### src/gnms_pkg.sv
// Shared types, widths and codes for the greedy per-class NMS block.
// Used by gnms_store, gnms_iou and greedy_nms_per_class; no dependencies.
`timescale 1ns / 1ps

package gnms_pkg;

   // Field widths fixed by the box and result formats.
   localparam int COORD_W   = 16;
   localparam int AREA_W    = 32;
   localparam int THR_W     = 17;
   localparam int VERDICT_W = 2;
   localparam int SLOT_W    = 7;

   // Overlap arithmetic widths.
   localparam int SUM_W = AREA_W + 1;
   localparam int MUL_W = THR_W + SUM_W;
   localparam int FRAC_W = 16;

   // Default sizes of the kept list and of the input cap.
   localparam int MAX_KEEP_DEF   = 100;
   localparam int MAX_INPUTS_DEF = 200;

   // Overlap threshold after reset, Q1.16.
   localparam logic [THR_W-1:0] IOU_RESET = 17'd29491;

   // Verdict codes.
   localparam logic [VERDICT_W-1:0] VERDICT_KEPT = 2'd0;
   localparam logic [VERDICT_W-1:0] VERDICT_SUPP = 2'd1;
   localparam logic [VERDICT_W-1:0] VERDICT_FULL = 2'd2;
   localparam logic [VERDICT_W-1:0] VERDICT_CAP  = 2'd3;

   typedef struct packed {
      logic [COORD_W-1:0] left;
      logic [COORD_W-1:0] top;
      logic [COORD_W-1:0] right;
      logic [COORD_W-1:0] bottom;
   } box_type;

   typedef struct packed {
      box_type            box;
      logic [AREA_W-1:0]  area;
   } entry_type;

   // Status of the overlap unit as seen by the sequencer.
   typedef struct packed {
      logic busy;
      logic hit;
   } iou_stat_type;

   // Extent of an interval, zero when it is empty.
   function automatic logic [COORD_W-1:0] span(input logic [COORD_W-1:0] lo,
                                               input logic [COORD_W-1:0] hi);
      span = (hi > lo) ? (hi - lo) : '0;
   endfunction

endpackage

### src/gnms_iou.sv
// Pipelined overlap test of one kept box against the candidate box per cycle.
// Depends on gnms_pkg for box types, widths and the span function.
`timescale 1ns / 1ps

module gnms_iou (
   input  logic                     clock,
   input  logic                     reset,
   input  logic                     in_valid,
   input  gnms_pkg::entry_type      kept,
   input  gnms_pkg::box_type        cand,
   input  logic [gnms_pkg::AREA_W-1:0] cand_area,
   input  logic [gnms_pkg::THR_W-1:0]  thr,
   output gnms_pkg::iou_stat_type   stat
);
   import gnms_pkg::*;

   // Stage 1: intersection extents.
   logic               v1_ff, pos1_ff;
   logic [COORD_W-1:0] iw1_ff, ih1_ff;
   logic [AREA_W-1:0]  ak1_ff;
   // Stage 2: intersection area and area sum.
   logic               v2_ff, pos2_ff;
   logic [AREA_W-1:0]  inter2_ff;
   logic [SUM_W-1:0]   sum2_ff;
   // Stage 3: union.
   logic               v3_ff, ok3_ff;
   logic [AREA_W-1:0]  inter3_ff;
   logic [SUM_W-1:0]   uni3_ff;
   // Stage 4: threshold times union.
   logic               v4_ff, ok4_ff;
   logic [AREA_W-1:0]  inter4_ff;
   logic [MUL_W-1:0]   prod4_ff;

   logic [COORD_W-1:0] xl, yt, xr, yb;

   // Corners of the intersection rectangle.
   always_comb begin
      xl = (kept.box.left   > cand.left)   ? kept.box.left   : cand.left;
      yt = (kept.box.top    > cand.top)    ? kept.box.top    : cand.top;
      xr = (kept.box.right  < cand.right)  ? kept.box.right  : cand.right;
      yb = (kept.box.bottom < cand.bottom) ? kept.box.bottom : cand.bottom;
   end

   // Valid bits of the pipeline.
   always_ff @(posedge clock) begin
      if (reset) begin
         v1_ff <= 1'b0;
         v2_ff <= 1'b0;
         v3_ff <= 1'b0;
         v4_ff <= 1'b0;
      end else begin
         v1_ff <= in_valid;
         v2_ff <= v1_ff;
         v3_ff <= v2_ff;
         v4_ff <= v3_ff;
      end
   end

   // Datapath registers.
   always_ff @(posedge clock) begin
      iw1_ff    <= span(xl, xr);
      ih1_ff    <= span(yt, yb);
      pos1_ff   <= (xr > xl) && (yb > yt);
      ak1_ff    <= kept.area;

      inter2_ff <= AREA_W'(iw1_ff) * AREA_W'(ih1_ff);
      sum2_ff   <= {1'b0, ak1_ff} + {1'b0, cand_area};
      pos2_ff   <= pos1_ff;

      inter3_ff <= inter2_ff;
      uni3_ff   <= sum2_ff - {1'b0, inter2_ff};
      ok3_ff    <= pos2_ff && (sum2_ff > {1'b0, inter2_ff});

      inter4_ff <= inter3_ff;
      prod4_ff  <= MUL_W'(thr) * MUL_W'(uni3_ff);
      ok4_ff    <= ok3_ff;
   end

   // Suppression when inter * 1.0 >= threshold * union.
   assign stat.hit  = v4_ff && ok4_ff &&
                      (MUL_W'({inter4_ff, {FRAC_W{1'b0}}}) >= prod4_ff);
   assign stat.busy = v1_ff || v2_ff || v3_ff || v4_ff;

endmodule

### config.mk
export PLATFORM = sky130hd
export DESIGN_NAME = gnms_iou
export DESIGN_NICKNAME = d
export VERILOG_FILES = /design/src/gnms_pkg.sv /design/src/gnms_iou.sv
export SDC_FILE = /design/constraint.sdc
export NUM_CORES = 2
export LEC_CHECK = 0
export BUFFER_PORTS_ARGS = -buffer_cell sky130_fd_sc_hd__clkbuf_2
export CORE_ASPECT_RATIO = 1.75
export CORE_MARGIN = 5
export CORE_UTILIZATION = 55
export DETAILED_ROUTE_END_ITERATION = 16
export GPL_TIMING_DRIVEN = 0
export PLACE_DENSITY = 0.73
export RECOVER_POWER = 100
export SLEW_MARGIN = 25
export SYNTH_ARGS = -nofsm -noshare
export SYNTH_HDL_FRONTEND = slang
export SYNTH_SLANG_ARGS = --single-unit
### constraint.sdc
create_clock -name clock -period 14.35 [get_ports clock]
set_input_delay 1.435 -clock clock [delete_from_list [all_inputs] [get_ports clock]]
set_output_delay 1.435 -clock clock [all_outputs]
set_load 0.02 [all_outputs]
# Word level (Yosys, flattened, before mapping)
# Cells that the tools add are included.
[op_classes]
n_bitwise = 0
shifts = 0
n_eq_ne = 0
n_addsub = 4
div_mod_pow = 0
reduce_logical = 7
multipliers = 2
n_lt_le_gt_ge = 8
mux = 4
[ops]
columns = ["cell", "count"]
rows = [
  ["$gt A16 B16 Y1", 4],
  ["$mux W16", 4],
  ["$ge A48 B50 Y1", 1],
  ["$mul A17 B33 Y50", 1],
  ["$add A32 B32 Y33", 1],
  ["$gt A33 B32 Y1", 1],
  ["$sub A33 B32 Y33", 1],
  ["$lt A16 B16 Y1", 2],
  ["$mul A16 B16 Y32", 1],
  ["$sub A16 B16 Y16", 2],
  ["$logic_and A1 B1 Y1", 4],
  ["$logic_or A1 B1 Y1", 3],
]
[word_totals]
n_memories = 0
mem_bits_ro = 0
latchBits = 0
ramBits = 0
input_bits = 212
output_inout_bits = 2
reg_bits = 284

# Logic depth before layout (Yosys ltp)
[logic_depth]
word_depth = 4
mapped_depth = 24

# Least setup slack after synthesis
# Ideal clock, no wire load.
[synth_timing]
kind = "input -> register"
from = "in thr[2] in the netlist's numbering"
to = "reg prod4_ff[43]"
arrival_ps = 6933
stages = 20
setup_time_ps = 122
setup_slack_ps = 7295
n_path_buf = 1
cell_sequence = "clkbuf_1 -> nand2_1 -> fa_1 -> fa_1 -> fa_1 -> fa_1 -> inv_1 -> fa_1 -> inv_1 -> fa_1 -> inv_1 -> ha_1 -> a41o_1 -> a21oi_1 -> a21boi_2 -> a21oi_1 -> nor2_2 -> o221ai_2 -> a221o_1 -> o311a_1"
[synth_via]
elab_chain_cells = 1
[synth_rtl]
columns = ["element", "line", "source"]
rows = [
  ["start: declaration", "gnms_iou.sv:12", "input logic [gnms_pkg::THR_W-1:0] thr,"],
  ["$mul A17 B33 Y50", "gnms_iou.sv:75", "prod4_ff <= MUL_W'(thr) * MUL_W'(uni3_ff);"],
  ["end signal: assignment", "gnms_iou.sv:75", ""],
  ["end: declaration", "gnms_iou.sv:32", "logic [MUL_W-1:0] prod4_ff;"],
]
# No other way between the ends.
# A chain may end at the register's enable or synchronous reset.

# Worst setup path in the final report
[layout_timing]
from = "in thr[3] in the netlist's numbering"
to = "reg prod4_ff[43]"
# The elaborated chain is that of the path after synthesis.

==> reports/metrics.cfg <==
[critical_path]
cp_max_fo=10
cpMaxStageDelayCell=clkbuf_1
setup.worst_path.start_class=input pin
crit_chain=clkbuf_1 > clkbuf_1 > nand2_1 > fa_1 > fa_1 > fa_1 > fa_1 > inv_1 > fa_1 > inv_1 > fa_1 > inv_1 > ha_1 > a41o_1 > a21oi_1 > a21boi_0 > a21oi_1 > nor2_1 > o221ai_1 > a221o_1 > o311a_1
worst-path-buf-inv=5
critical-path-max-stage-delay_ns=0.73
critPathTopFamily=adder cells
crit_top_cell=fa_1
worstPathArrival_ns=9.35
critPathKind=input pin to flip-flop
endpoint_kind=flip-flop
cp_data_required_time_ns=14.79

[detailed_routing]
first_pass_iters=5
wl_per_cell_um=20.3
avgViaCountPerCell=5.54
drc_errors=0
drtAntennaViolNets=0
vias=31600
drt-initial-drc-count=1593
drt-total-wl_um=116000

[global_route]
grt_pass1_wl_um=182000
grt_pass1_vias=34300
antenna_found_initial=2
grt_usage=0.294
grt_max_degree=17
overflow=0

[synthesis]
yosys_warnings=0
synth_area_sq_um=40200
synth_edf_count=0
synthDistinctLibCells=81
synth_top_area_cell=fa_1
synth_seq_cells=284
synth_top_flop_cell=dfxtp_1
ys_seq_area_frac=0.142
syn_avg_cell_area_sq_um=8.89
synth_area_leaders=fa_1 (33%), dfxtp_1 (14%), ha_1 (13%), inv_1 (9.0%), nand2_1 (5.6%)
syn-instance-count=4519
synth_nets=5811
async_flop_share=0
yosysTopAreaCellShare=0.330

[timing]
setup_viol=0
clock.fmax_ghz=0.112
grt_setup_unrepaired=no
hold_viol=0
worstMarginPinSlew_ns=1.39
slew_viol_final=0
finalClockSkew_ns=0.0194
period_minus_slack_ns=8.92
tns_ns=0
relSlewSlack=0.0670
timing.final.crit_share=0.621

[floorplanning]
die_h_um=367
start_util=0.553
ios=214
dieArea_sq_um=78700
rows=131
die_width_um=214
coreArea_sq_um=72600

[run]
cap_violations=0

[clocking]
clock_latency_ns=0.56
htree_levels=1
clock_path_buffers=3
clockRootBuffer=clkbuf_16
postCtsSetupBuffers=0
cts_resized=0
cts_tree=built
hold_buffers=0
cts.sinks=284
clk_transition_reported_paths_ns=0.07
cts_buffers=25

[hold_path]
hold_path.class=flip-flop to flip-flop

[cells_and_area]
drive_above_1_share=0.0620
fill_cells=6500
fin_nets=6051
area_growth_syn_to_layout_pct=7.56

[placed_design]
hpwlAfterDp_um=102000
port_buffers=213
globalplace.congestion=1.01

[status]
outcome=complete, no violations

==> worst reg2reg max path, stage by stage, from the launching register on <==
cell	delay (ns)
dfxtp_1	0.70
clkbuf_1	0.54
nand2_1	0.18
fa_1	0.55
fa_1	0.59
fa_1	0.45
fa_1	0.56
inv_1	0.05
fa_1	0.48
inv_1	0.05
fa_1	0.48
inv_1	0.05
ha_1	0.34
a41o_1	0.27
a21oi_1	0.17
a21boi_0	0.67
a21oi_1	0.36
nor2_1	0.28
o221ai_1	0.32
a221o_1	0.48
o311a_1	0.36
==> final timing paths <==
check,end,depth (start not counted),slack (ns),start
max,prod4_ff[43],21,5.43,thr[3]
min,ok4_ff,0,0.32,ok3_ff
max reg2reg,prod4_ff[43],20,6.30,uni3_ff[10]
min reg2reg,ok4_ff,0,0.32,ok3_ff
==> cell usage after synthesis (41+ instances only) <==
cell      count
xnor2_1     100
nor2_1      111
dfxtp_1     284
and2_1      307
o21ai_0      78
inv_1       966
xor2_1       45
nor3_1       50
ha_1        418
a21o_1      116
nand2_1     596
a21oi_1     174
fa_1        662
nand4_1      41
clkbuf_1    149
==> final cells by class <==
type | count | area (sq um) | area share
multi-input cells | 3114 | 30200 | 0.698
flip-flops and latches | 284 | 5690 | 0.132
inverters | 966 | 3630 | 0.0839
well taps | 931 | 1160 | 0.0270
repair buffers | 213 | 1050 | 0.0243
clock buffers | 33 | 696 | 0.0161
plain buffers | 155 | 587 | 0.0136
clock inverters | 11 | 223 | 0.00516
diodes | 2 | 5.00 | 0.000116
==> layout by cell type, fill, tap and decap left out, types with 33 or more instances in the layout <==
cell      instances
a21o_1          116
a21oi_1         176
and2_1          299
clkbuf_1        171
clkbuf_2        199
dfxtp_1         284
fa_1            662
ha_1            418
inv_1           966
mux2_2           34
mux2i_1          38
nand2_1         596
nand3_1          33
nand4_1          41
nor2_1          112
nor2b_1          35
nor3_1           50
o21ai_0          90
xnor2_1         100
xor2_1           45
==> state kept, by name, indices dropped and copies added (netlist names) <==
name       flops
uni3_ff       33
v2_ff          1
ok3_ff         1
ok4_ff         1
inter4_ff     32
pos2_ff        1
ak1_ff        32
sum2_ff       33
prod4_ff      50
iw1_ff        16
v1_ff          1
inter2_ff     32
pos1_ff        1
ih1_ff        16
v4_ff          1
inter3_ff     32
v3_ff          1
==> logic make-up (layout without fill, tap and decap cells) <==
kind of cell             count (synthesis)  count (layout)  synth area share
other                                    0               2                 0
flip-flops                             284             284             0.142
AO/OA/AOI/OAI                          551             551            0.0908
multiplexers                            72              72            0.0190
AND/OR/NAND/NOR                       1266            1266             0.152
adder cells (fa/ha/maj)               1080            1080             0.460
buffers and inverters                 1121            1378             0.105
XOR/XNOR                               145             145            0.0316
==> stage by stage <==
| step | hold WS, ns | setup WS (ns) | instances | util | cell area (sq um) |
|---|---|---|---|---|---|
| global placement | 0.310 | 5.81 | 5663 | 0.584 | 42400 |
| CTS | 0.325 | 6.37 | 5707 | 0.597 | 43300 |
| detailed placement | 0.312 | 5.83 | 5663 | 0.584 | 42400 |
| finish | 0.323 | 5.43 | 5709 | 0.595 | 43200 |
| global route | 0.328 | 5.28 | 5709 | 0.595 | 43200 |
| floorplan | 0.310 | 7.29 | 4519 | - | 40200 |
==> metal layers <==
layer | part of all wire | GRT usage
met2 | 0.53 | 0.568
met5 | 0 | 0
met3 | 0.046 | 0.0261
met1 | 0.31 | 0.279
met4 | 0.11 | 0.241
Power is not shown: default switching activity piles up to over one toggle a cycle in this logic, so the estimate is an artifact.
